### src/hw/rtl/vicinity_tag_block_store_assert.svh
// ----------------------------------------------------------------------------
// Vicinity tag block store - assertion macros
// Shorthand for clocked implication checks, reset-qualified.
// ----------------------------------------------------------------------------
`ifndef VICINITY_TAG_BLOCK_STORE_ASSERT_SVH
`define VICINITY_TAG_BLOCK_STORE_ASSERT_SVH

// Same-cycle implication.
`define VTBS_ASSERT_SAME(label, ante, cons, msg) \
    label: assert property (@(posedge i_clk) disable iff (!i_rst_n) \
        (ante) |-> (cons)) else $error(msg);

// Next-cycle implication.
`define VTBS_ASSERT_NEXT(label, ante, cons, msg) \
    label: assert property (@(posedge i_clk) disable iff (!i_rst_n) \
        (ante) |=> (cons)) else $error(msg);

`endif

### src/hw/rtl/vtbs_pkg.sv
`timescale 1ns / 1ps
// ----------------------------------------------------------------------------
// vtbs_pkg
// Shared types, command codes and constants of the vicinity tag block store.
// ----------------------------------------------------------------------------
package vtbs_pkg;

    localparam int VTBS_NUM_BLOCKS = 64;
    localparam int VTBS_WORD_W     = 32;
    // Stored entry: user lock bit above the data word.
    localparam int VTBS_ENTRY_W    = VTBS_WORD_W + 1;

    // Command codes
    localparam logic [3:0] OP_READ_SINGLE  = 4'd0;
    localparam logic [3:0] OP_WRITE_SINGLE = 4'd1;
    localparam logic [3:0] OP_LOCK_BLOCK   = 4'd2;
    localparam logic [3:0] OP_READ_MULTI   = 4'd3;
    localparam logic [3:0] OP_SECURITY     = 4'd4;
    localparam logic [3:0] OP_WRITE_AFI    = 4'd5;
    localparam logic [3:0] OP_LOCK_AFI     = 4'd6;
    localparam logic [3:0] OP_WRITE_DSFID  = 4'd7;
    localparam logic [3:0] OP_LOCK_DSFID   = 4'd8;

    // Response kinds
    localparam logic [1:0] KIND_SILENT = 2'd0;
    localparam logic [1:0] KIND_OK     = 2'd1;
    localparam logic [1:0] KIND_ERROR  = 2'd2;
    localparam logic [1:0] KIND_BLOCK  = 2'd3;

    localparam logic [7:0] ERR_NONE         = 8'h00;
    localparam logic [7:0] ERR_OUT_OF_RANGE = 8'h0F;

    typedef enum logic [1:0] {
        ST_IDLE,
        ST_ISSUE,
        ST_DATA
    } t_state;

    typedef struct packed {
        logic rd_en;
        logic wr_en;
    } t_ram_ctl;

    // Parameter byte count each command expects.
    function automatic logic [3:0] f_param_len(input logic [3:0] op);
        logic [3:0] len;
        unique case (op)
            OP_READ_SINGLE, OP_LOCK_BLOCK,
            OP_WRITE_AFI, OP_WRITE_DSFID:  len = 4'd1;
            OP_WRITE_SINGLE:               len = 4'd5;
            OP_READ_MULTI, OP_SECURITY:    len = 4'd2;
            default:                       len = 4'd0;
        endcase
        return len;
    endfunction

endpackage

### src/hw/rtl/vtbs_block_ram.sv
`timescale 1ns / 1ps
// ----------------------------------------------------------------------------
// vtbs_block_ram
// Block store: one write port, one registered read port, per-entry valid bits
// so that unwritten entries read as zero after reset.
// ----------------------------------------------------------------------------
module vtbs_block_ram #(
    parameter int DEPTH = 64,
    parameter int AW    = 6,
    parameter int WIDTH = 33
) (
    input  logic               i_clk,
    input  logic               i_rst_n,
    input  vtbs_pkg::t_ram_ctl i_ctl,
    input  logic [AW-1:0]      i_rd_addr,
    input  logic [AW-1:0]      i_wr_addr,
    input  logic [WIDTH-1:0]   i_wr_data,
    output logic [WIDTH-1:0]   o_rd_data
);
    import vtbs_pkg::*;

    logic [WIDTH-1:0] mem [DEPTH];
    logic [DEPTH-1:0] r_valid;
    logic [WIDTH-1:0] r_rd_data;
    logic             r_rd_hit;

    always_ff @(posedge i_clk) begin
        if (i_ctl.wr_en) begin
            mem[i_wr_addr] <= i_wr_data;
        end
        if (i_ctl.rd_en) begin
            r_rd_data <= mem[i_rd_addr];
        end
    end

    always_ff @(posedge i_clk) begin
        if (!i_rst_n) begin
            r_valid  <= '0;
            r_rd_hit <= 1'b0;
        end else begin
            if (i_ctl.wr_en) begin
                r_valid[i_wr_addr] <= 1'b1;
            end
            if (i_ctl.rd_en) begin
                r_rd_hit <= r_valid[i_rd_addr];
            end
        end
    end

    assign o_rd_data = r_rd_hit ? r_rd_data : '0;

endmodule

### src/hw/rtl/vicinity_tag_block_store.sv
`timescale 1ns / 1ps
// ----------------------------------------------------------------------------
// vicinity_tag_block_store
// Memory side of a vicinity tag: data blocks with user and factory locks,
// AFI and DSFID bytes with lock flags, answering decoded requests.
// ----------------------------------------------------------------------------
// A request is taken when i_start is high and o_busy is low. Each result
// entry appears for exactly one cycle with o_strobe high; there is no
// back-pressure, so the receiver must take every entry as it comes. The final
// entry of a request has o_last set. Commands that need no block access
// (AFI/DSFID, bad length, out of range) answer from the issue state;
// single-block commands read the block there and answer from the data state;
// read multiple and security status then give one entry per cycle, fetching
// the next block while each entry is sent. That rate is set by the single
// read port of the block memory, one block per cycle.
// o_busy drops in the cycle the final entry is shown, so the next request
// may be taken then. o_current_afi/o_current_dsfid always show the stored
// values. The factory lock mask is written through the cfg channel, which is
// always ready; write it only while no request is in flight.
// ----------------------------------------------------------------------------
`include "vicinity_tag_block_store_assert.svh"

module vicinity_tag_block_store #(
    parameter int NUM_BLOCKS = vtbs_pkg::VTBS_NUM_BLOCKS
) (
    input  logic        i_clk,
    input  logic        i_rst_n,
    // request channel
    input  logic        i_start,
    output logic        o_busy,
    input  logic [3:0]  i_opcode,
    input  logic [7:0]  i_block_index,
    input  logic [7:0]  i_count_minus_one,
    input  logic [31:0] i_write_word,
    input  logic [7:0]  i_id_byte,
    input  logic [3:0]  i_param_bytes,
    input  logic        i_option_flag,
    input  logic        i_addressed,
    // factory lock mask
    input  logic        i_cfg_valid,
    output logic        o_cfg_ready,
    input  logic [63:0] i_cfg_data,
    // result channel
    output logic        o_strobe,
    output logic [1:0]  o_kind,
    output logic [7:0]  o_error_code,
    output logic [1:0]  o_lock_status,
    output logic        o_has_lock,
    output logic        o_has_data,
    output logic [31:0] o_block_data,
    output logic [7:0]  o_current_afi,
    output logic [7:0]  o_current_dsfid,
    output logic        o_last
);
    import vtbs_pkg::*;

    localparam int         AW       = (NUM_BLOCKS > 1) ? $clog2(NUM_BLOCKS) : 1;
    localparam logic [8:0] NUM_B9   = 9'(NUM_BLOCKS);
    localparam logic [8:0] LAST_B9  = 9'(NUM_BLOCKS - 1);
    localparam logic [AW-1:0] LAST_A = AW'(NUM_BLOCKS - 1);

    // ------------------------------------------------------------------
    // State
    // ------------------------------------------------------------------
    t_state r_state, n_state;

    // latched request
    logic [3:0]  r_op;
    logic [7:0]  r_blk;
    logic [7:0]  r_cnt;
    logic [31:0] r_word;
    logic [7:0]  r_idb;
    logic [3:0]  r_plen;
    logic        r_opt;
    logic        r_addressed;

    // walk through blocks
    logic [AW-1:0] r_addr, n_addr;
    logic [AW-1:0] r_end,  n_end;

    // AFI / DSFID
    logic [7:0] r_afi, n_afi;
    logic [7:0] r_dsfid, n_dsfid;
    logic       r_afi_lock, n_afi_lock;
    logic       r_dsfid_lock, n_dsfid_lock;

    logic [63:0] r_factory;

    // result register
    logic        r_strobe, n_strobe;
    logic [1:0]  r_kind, n_kind;
    logic [7:0]  r_err, n_err;
    logic [1:0]  r_lock, n_lock;
    logic        r_has_lock, n_has_lock;
    logic        r_has_data, n_has_data;
    logic [31:0] r_data, n_data;
    logic        r_last, n_last;

    // memory port
    t_ram_ctl                 w_ram_ctl;
    logic [AW-1:0]            w_rd_addr;
    logic [VTBS_ENTRY_W-1:0]  w_wr_data;
    logic [VTBS_ENTRY_W-1:0]  w_rd_data;

    // decode of the latched request
    logic       w_accept;
    logic       w_plen_ok;
    logic       w_in_range;
    logic       w_go_read;
    logic [1:0] w_issue_kind;
    logic [7:0] w_issue_err;
    logic [8:0] w_sum;
    logic       w_user;
    logic       w_fact;
    logic       w_at_end;
    logic       w_multi;

    assign w_accept    = i_start && (r_state == ST_IDLE);
    assign o_busy      = (r_state != ST_IDLE);
    assign o_cfg_ready = 1'b1;

    // ------------------------------------------------------------------
    // Block memory: {user lock, data word}
    // ------------------------------------------------------------------
    vtbs_block_ram #(
        .DEPTH (NUM_BLOCKS),
        .AW    (AW),
        .WIDTH (VTBS_ENTRY_W)
    ) u_ram (
        .i_clk     (i_clk),
        .i_rst_n   (i_rst_n),
        .i_ctl     (w_ram_ctl),
        .i_rd_addr (w_rd_addr),
        .i_wr_addr (r_addr),
        .i_wr_data (w_wr_data),
        .o_rd_data (w_rd_data)
    );

    // ------------------------------------------------------------------
    // Request decode
    // ------------------------------------------------------------------
    assign w_plen_ok  = (r_plen == f_param_len(r_op));
    assign w_in_range = ({1'b0, r_blk} < NUM_B9);
    assign w_sum      = {1'b0, r_blk} + {1'b0, r_cnt};
    assign w_user     = w_rd_data[VTBS_WORD_W];
    assign w_fact     = r_factory[r_addr];
    assign w_at_end   = (r_addr == r_end);
    assign w_multi    = (r_op == OP_READ_MULTI) || (r_op == OP_SECURITY);

    // Which requests touch the block memory, and the single answer for
    // those that do not.
    always_comb begin
        w_go_read    = 1'b0;
        w_issue_kind = KIND_SILENT;
        w_issue_err  = ERR_NONE;
        priority if (!w_plen_ok) begin
            w_go_read = 1'b0;
        end else if (r_op == OP_READ_SINGLE || r_op == OP_READ_MULTI) begin
            if (w_in_range) begin
                w_go_read = 1'b1;
            end else if (r_addressed) begin
                w_issue_kind = KIND_ERROR;
                w_issue_err  = ERR_OUT_OF_RANGE;
            end
        end else if (r_op == OP_WRITE_SINGLE || r_op == OP_LOCK_BLOCK ||
                     r_op == OP_SECURITY) begin
            w_go_read = w_in_range;
        end else begin
            w_go_read = 1'b0;
        end
    end

    // ------------------------------------------------------------------
    // Next state
    // ------------------------------------------------------------------
    always_comb begin
        n_state = r_state;
        unique case (r_state)
            ST_IDLE: begin
                if (w_accept) begin
                    n_state = ST_ISSUE;
                end
            end
            ST_ISSUE: begin
                n_state = w_go_read ? ST_DATA : ST_IDLE;
            end
            ST_DATA: begin
                if (!w_multi || w_at_end) begin
                    n_state = ST_IDLE;
                end
            end
            default: n_state = ST_IDLE;
        endcase
    end

    // ------------------------------------------------------------------
    // Datapath and result
    // ------------------------------------------------------------------
    always_comb begin
        w_ram_ctl    = '0;
        w_rd_addr    = r_addr;
        w_wr_data    = {1'b0, r_word};
        n_addr       = r_addr;
        n_end        = r_end;
        n_afi        = r_afi;
        n_dsfid      = r_dsfid;
        n_afi_lock   = r_afi_lock;
        n_dsfid_lock = r_dsfid_lock;
        n_strobe     = 1'b0;
        n_kind       = KIND_SILENT;
        n_err        = ERR_NONE;
        n_lock       = 2'b00;
        n_has_lock   = 1'b0;
        n_has_data   = 1'b0;
        n_data       = '0;
        n_last       = 1'b1;

        unique case (r_state)
            ST_IDLE: begin
                // nothing to do until a request arrives
            end
            ST_ISSUE: begin
                // clip the range at the end of memory
                n_end = (w_sum >= LAST_B9) ? LAST_A : w_sum[AW-1:0];
                n_addr = r_blk[AW-1:0];
                if (w_go_read) begin
                    w_ram_ctl.rd_en = 1'b1;
                    w_rd_addr       = r_blk[AW-1:0];
                end else begin
                    n_strobe = 1'b1;
                    n_kind   = w_issue_kind;
                    n_err    = w_issue_err;
                    if (w_plen_ok) begin
                        priority if (r_op == OP_WRITE_AFI) begin
                            if (!r_afi_lock) n_afi = r_idb;
                        end else if (r_op == OP_LOCK_AFI) begin
                            n_afi_lock = 1'b1;
                        end else if (r_op == OP_WRITE_DSFID) begin
                            if (!r_dsfid_lock) n_dsfid = r_idb;
                        end else if (r_op == OP_LOCK_DSFID) begin
                            n_dsfid_lock = 1'b1;
                        end else begin
                            n_kind = w_issue_kind;
                        end
                    end
                end
            end
            ST_DATA: begin
                n_strobe = 1'b1;
                unique case (r_op)
                    OP_READ_SINGLE: begin
                        n_kind     = KIND_BLOCK;
                        n_has_data = 1'b1;
                        n_data     = w_rd_data[VTBS_WORD_W-1:0];
                        n_has_lock = r_opt;
                        // factory lock wins over user lock here
                        if (r_opt) begin
                            n_lock = w_fact ? 2'd2 : (w_user ? 2'd1 : 2'd0);
                        end
                    end
                    OP_WRITE_SINGLE: begin
                        if (!w_user && !w_fact) begin
                            w_ram_ctl.wr_en = 1'b1;
                            w_wr_data       = {1'b0, r_word};
                            n_kind          = KIND_OK;
                        end
                    end
                    OP_LOCK_BLOCK: begin
                        // tag stays silent either way
                        if (!w_user && !w_fact) begin
                            w_ram_ctl.wr_en = 1'b1;
                            w_wr_data = {1'b1, w_rd_data[VTBS_WORD_W-1:0]};
                        end
                    end
                    OP_READ_MULTI, OP_SECURITY: begin
                        n_kind = KIND_BLOCK;
                        n_last = w_at_end;
                        if (r_op == OP_READ_MULTI) begin
                            n_has_data = 1'b1;
                            n_data     = w_rd_data[VTBS_WORD_W-1:0];
                            n_has_lock = r_opt;
                            n_lock     = r_opt ? {w_fact, w_user} : 2'b00;
                        end else begin
                            n_has_lock = 1'b1;
                            n_lock     = {w_fact, w_user};
                        end
                        // fetch the next block while this one is sent
                        if (!w_at_end) begin
                            w_ram_ctl.rd_en = 1'b1;
                            w_rd_addr       = r_addr + AW'(1);
                            n_addr          = r_addr + AW'(1);
                        end
                    end
                    default: begin
                        n_kind = KIND_SILENT;
                    end
                endcase
            end
            default: begin
                n_strobe = 1'b0;
            end
        endcase
    end

    // ------------------------------------------------------------------
    // Registers
    // ------------------------------------------------------------------
    always_ff @(posedge i_clk) begin
        if (!i_rst_n) begin
            r_state      <= ST_IDLE;
            r_strobe     <= 1'b0;
            r_afi        <= '0;
            r_dsfid      <= '0;
            r_afi_lock   <= 1'b0;
            r_dsfid_lock <= 1'b0;
            r_factory    <= '0;
        end else begin
            r_state      <= n_state;
            r_strobe     <= n_strobe;
            r_afi        <= n_afi;
            r_dsfid      <= n_dsfid;
            r_afi_lock   <= n_afi_lock;
            r_dsfid_lock <= n_dsfid_lock;
            if (i_cfg_valid && o_cfg_ready) begin
                r_factory <= i_cfg_data;
            end
        end
    end

    // payload, no reset needed
    always_ff @(posedge i_clk) begin
        if (w_accept) begin
            r_op        <= i_opcode;
            r_blk       <= i_block_index;
            r_cnt       <= i_count_minus_one;
            r_word      <= i_write_word;
            r_idb       <= i_id_byte;
            r_plen      <= i_param_bytes;
            r_opt       <= i_option_flag;
            r_addressed <= i_addressed;
        end
        r_addr     <= n_addr;
        r_end      <= n_end;
        r_kind     <= n_kind;
        r_err      <= n_err;
        r_lock     <= n_lock;
        r_has_lock <= n_has_lock;
        r_has_data <= n_has_data;
        r_data     <= n_data;
        r_last     <= n_last;
    end

    assign o_strobe        = r_strobe;
    assign o_kind          = r_kind;
    assign o_error_code    = r_err;
    assign o_lock_status   = r_lock;
    assign o_has_lock      = r_has_lock;
    assign o_has_data      = r_has_data;
    assign o_block_data    = r_data;
    assign o_current_afi   = r_afi;
    assign o_current_dsfid = r_dsfid;
    assign o_last          = r_last;

    // ------------------------------------------------------------------
    // Checks
    // ------------------------------------------------------------------
    // a multi-block burst has no gaps
    `VTBS_ASSERT_NEXT(a_burst_contiguous, o_strobe && !o_last, o_strobe,
        "result burst broken before its last entry")
    // only block entries come in bursts
    `VTBS_ASSERT_SAME(a_single_nonblock, o_strobe && (o_kind != KIND_BLOCK), o_last,
        "non-block response not marked last")
    // memory is written only while the read data of the same block is in hand
    `VTBS_ASSERT_SAME(a_write_in_data, w_ram_ctl.wr_en, r_state == ST_DATA,
        "block memory written outside the data phase")
    // a new request never gets a result in the cycle after it is taken
    `VTBS_ASSERT_NEXT(a_no_early_result, i_start && !o_busy, !o_strobe,
        "result appeared one cycle after the request")

endmodule
### config.mk
export PLATFORM = sky130hd
export DESIGN_NAME = vicinity_tag_block_store
export DESIGN_NICKNAME = d
export VERILOG_FILES = /design/src/hw/rtl/vtbs_pkg.sv /design/src/hw/rtl/vtbs_block_ram.sv /design/src/hw/rtl/vicinity_tag_block_store.sv
export VERILOG_INCLUDE_DIRS = /design/src /design/src/hw/rtl
export SDC_FILE = /design/constraint.sdc
export NUM_CORES = 2
export LEC_CHECK = 0
export ABC_CLOCK_PERIOD_IN_PS = 7400
export BUFFER_PORTS_ARGS = -buffer_cell sky130_fd_sc_hd__buf_2
export CAP_MARGIN = 25
export CORE_UTILIZATION = 55
export DETAILED_ROUTE_END_ITERATION = 16
export PLACE_DENSITY_LB_ADDON = 0.15
export SLEW_MARGIN = 5
export SYNTH_ARGS = -nofsm -noshare
export SYNTH_HDL_FRONTEND = slang
export SYNTH_SLANG_ARGS = --single-unit
### constraint.sdc
create_clock -name i_clk -period 7.4 [get_ports i_clk]
set_input_delay 0.37 -clock i_clk [delete_from_list [all_inputs] [get_ports i_clk]]
set_output_delay 0.37 -clock i_clk [all_outputs]
set_load 0.02 [all_outputs]
==> run summary <==
Cell count after placement = 7,650
Worst setup path category = flip-flop to flip-flop
Max-slew violation count = 0
Fraction of the mapped netlist area in simple logic gates = 6.97%
Leakage power = 35.4 nW
WL/cell = 32.2 microns
Die W = 412 microns
Largest family of logic cells by synthesized area = multiplexers
Max_cap viols = 0
Cell variety after synth = 82
Pre-antenna DRT Iters = 6
Clock buffer depth = 3
Slew @ Worst Pin = 1190 ps
Vias in the first global route = 51,300
Non-filler instance count after layout = 8,220
Worst hold path class = input pin to flip-flop
Synth Area per Inst = 17.3 sq um
YS warnings = 0
CTS tree = built
Achievable Freq = 0.170 GHz
Vias per cell = 6.49
CP required = 7920 ps
CP endpoint kind = flip-flop
Final setup vio count = 0
Die Ht = 412 microns
Largest net degree at the start of global routing = 122
Post-Synth Adder-Cell Area = 0.184%
Yosys reg bits = 2,413
Ratio of cells with drive above 1 in the final layout = 19.5%
DRT iter0 DRCs = 7,119
First-pass GRT wire length = 373,000 microns
Synth-to-Final Area Change = 15.1%
Total number of H-tree levels = 4
Seq/Total Area, Yosys = 76.2%
Total design power = 28.5 mW
Via Count = 53,400
CTS Buf Count = 232
Port-buffer cells = 194
Worst Path Arrival = 6410 ps
IO Count = 200
CTS Sinks = 2,413
GRT Total Usage = 31.1%
Root Driver = clkbuf_16
Critical Path Start Type = flip-flop
Post-Route WL = 265,000 microns
Syn Inst Count = 5,363
Reg clk slew, reported paths = 60 ps
Die Area = 170,000 sq um
Maximum VDD drop = 0.313 mV
Power density cells = 268 nW/um^2
RSZ-0062 raised after global routing = no
Xor and xnor fraction of the mapped netlist area = 0.142%
Clk_lat worst skew = 880 ps
Post-synth top flop = edfxtp_1
Outcome = completed
Setup TNS = 0 ps
Cell Rows = 150
Fin crit period = 5890 ps
Period utilization = 79.6%
Setup repair bufs after CTS = 0
Initial core utilization = 55.4%
Max transition margin = 20.1%
Post-synth EDFFs = 2,223
Post-synthesis mux area share = 9.67%
Layout net count = 5,961
Routed Antenna Nets = 0
Placer Congestion = 0.854
Post-Route Skew = 36.9 ps
Core ar. = 167,000 sq um
Synth Area in Compound Gates = 5.02%
Final Hold Viols = 0
Grt ovf = 0
Residual DRC = 0
Initial antenna violation count = 18
Worst-path maximum fanout = 42
Synth async-reset ratio = 0%
Cell area after synthesis = 92,700 sq um
PostCTS Resize Cnt = 0
Post-DP HPWL = 148,000 microns
registers in the layout (all words and copies together) (netlist names), 8 cells and up:
register	cells
r_cnt	8
r_factory	64
r_idb	8
r_word	32
o_block_data	32
u_ram.r_rd_data	33
u_ram.mem	2112
o_current_dsfid	8
r_blk	8
o_current_afi	8
u_ram.r_valid	64
power breakdown:
group | internal [mW] | switching (mW)
registers | 15.0 | 0.0420
clock network | 6.52 | 5.14
logic | 0.646 | 1.24
metrics by stage:
stage | hold slack [ps] | setup WS [ps] | util, % | area [sq um]
2_1_floorplan | 433 | 1230 | - | 92700
3_3_place_gp | 441 | 1750 | 58.4 | 97700
3_5_place_dp | 453 | 1670 | 58.5 | 97800
4_1_cts | 150 | 1630 | 63.7 | 107000
5_1_grt | 183 | 1310 | 63.8 | 107000
6_report | 214 | 1510 | 63.8 | 107000
Yosys cell counts, drive strengths merged, types with 3 or more instances:
| library cell | n | share of area [%] |
|---|---|---|
| a32o | 4 | 0.043 |
| a221oi | 22 | 0.21 |
| xnor2 | 7 | 0.066 |
| o21a | 72 | 0.58 |
| a211oi | 4 | 0.038 |
| and4 | 34 | 0.32 |
| a22oi | 130 | 1.1 |
| nand2 | 743 | 3.0 |
| or3 | 3 | 0.020 |
| nor3 | 13 | 0.10 |
| a32oi | 200 | 1.9 |
| xor2 | 8 | 0.076 |
| inv | 48 | 0.19 |
| and2 | 4 | 0.027 |
| nand2b | 4 | 0.027 |
| or2 | 5 | 0.036 |
| nor2 | 130 | 0.54 |
| nor2b | 84 | 0.57 |
| ha | 12 | 0.16 |
| o22a | 5 | 0.047 |
| nor4 | 7 | 0.054 |
| buf | 190 | 1.1 |
| a21oi | 24 | 0.13 |
| and3 | 76 | 0.51 |
| a311oi | 3 | 0.035 |
| mux2i | 279 | 3.0 |
| nand3 | 188 | 1.0 |
| mux4 | 268 | 6.5 |
| a311o | 3 | 0.032 |
| o22ai | 3 | 0.020 |
| mux2 | 12 | 0.15 |
| edfxtp | 2223 | 72 |
| a21o | 3 | 0.024 |
| a31oi | 55 | 0.38 |
| dfxtp | 190 | 4.1 |
| clkbuf | 132 | 0.53 |
| a22o | 3 | 0.028 |
| o21ai | 46 | 0.26 |
| nand4 | 88 | 0.59 |
cells by family (layout without fill, tap and decap cells):
family	Yosys count	count (layout)
compound gates	598	598
simple gates	1393	1393
other cells	2	9
mux	559	559
buf+inv	370	1016
fa+ha+maj	13	13
xor+xnor	15	15
flops	2413	2413
layout by cell type, fill, tap and decap left out, types with 6 or more instances in the layout:
| master | n |
|---|---|
| a32oi_1 | 200 |
| dfxtp_1 | 189 |
| mux2i_1 | 279 |
| a221oi_1 | 22 |
| nor4_1 | 6 |
| buf_2 | 192 |
| clkbuf_16 | 237 |
| clkbuf_1 | 30 |
| o21ai_0 | 12 |
| and4_1 | 34 |
| clkinv_1 | 52 |
| edfxtp_1 | 2223 |
| mux2_2 | 12 |
| buf_4 | 180 |
| nor2b_1 | 84 |
| clkinvlp_4 | 16 |
| a21oi_1 | 23 |
| bufinv_16 | 18 |
| nand2_1 | 742 |
| o21a_1 | 71 |
| nand4_1 | 88 |
| dlygate4sd3_1 | 132 |
| xnor2_1 | 7 |
| clkinv_2 | 59 |
| xor2_1 | 8 |
| a31oi_1 | 54 |
| o21ai_4 | 32 |
| inv_1 | 48 |
| nor3_1 | 9 |
| mux4_2 | 268 |
| buf_12 | 29 |
| nor2_1 | 53 |
| ha_1 | 12 |
| a22oi_1 | 130 |
| nand3_1 | 187 |
| nor2_4 | 75 |
| and3_1 | 76 |
layer usage:
metal / vias up / wire, microns / GRT usage [%]
met5: - / 62 / 0
met4: 8 / 8000 / 9.54
met3: 465 / 28200 / 6.40
met2: 3136 / 124000 / 48.6
met1: 27600 / 104000 / 44.3
li1: 22200 / - / -
worst max-delay path, stage by stage, from the launching register on:
cell	delay, ps
edfxtp_1	930
xor2_1	200
nor4_1	90
a311oi_2	850
nand3_1	330
o2bb2ai_1	370
a21o_4	630
buf_4	670
mux4_2	480
a22oi_1	250
and4_1	370
nand4_1	270
final timing paths:
check             cells past startpoint         startpoint                  to  slack [ps]
hold reg to reg                       1  u_ram.r_valid[58]   u_ram.r_valid[58]         460
hold / removal                        2   i_block_index[2]            r_blk[2]         210
setup reg to reg                     11          r_addr[1]  u_ram.r_rd_data[1]        1510
setup / recovery                     11          r_addr[1]  u_ram.r_rd_data[1]        1510
layout make-up:
type                       instances  area [sq um]
clock inverter                   161          1390
antenna                            4          10.0
tap                             2204          2760
inverter                          48           180
fill                           11500         60600
clock buffer                     271          6100
multi-input combinational       2583         21300
sequential                      2413         70600
timing repair buffer             536          4280
timing repair:
item,in CTS,in global routing
hold buffers,132,0
endpoints found under the hold margin,133,0
endpoints found under the setup margin,0,0
(Power assumes the default switching activity.)
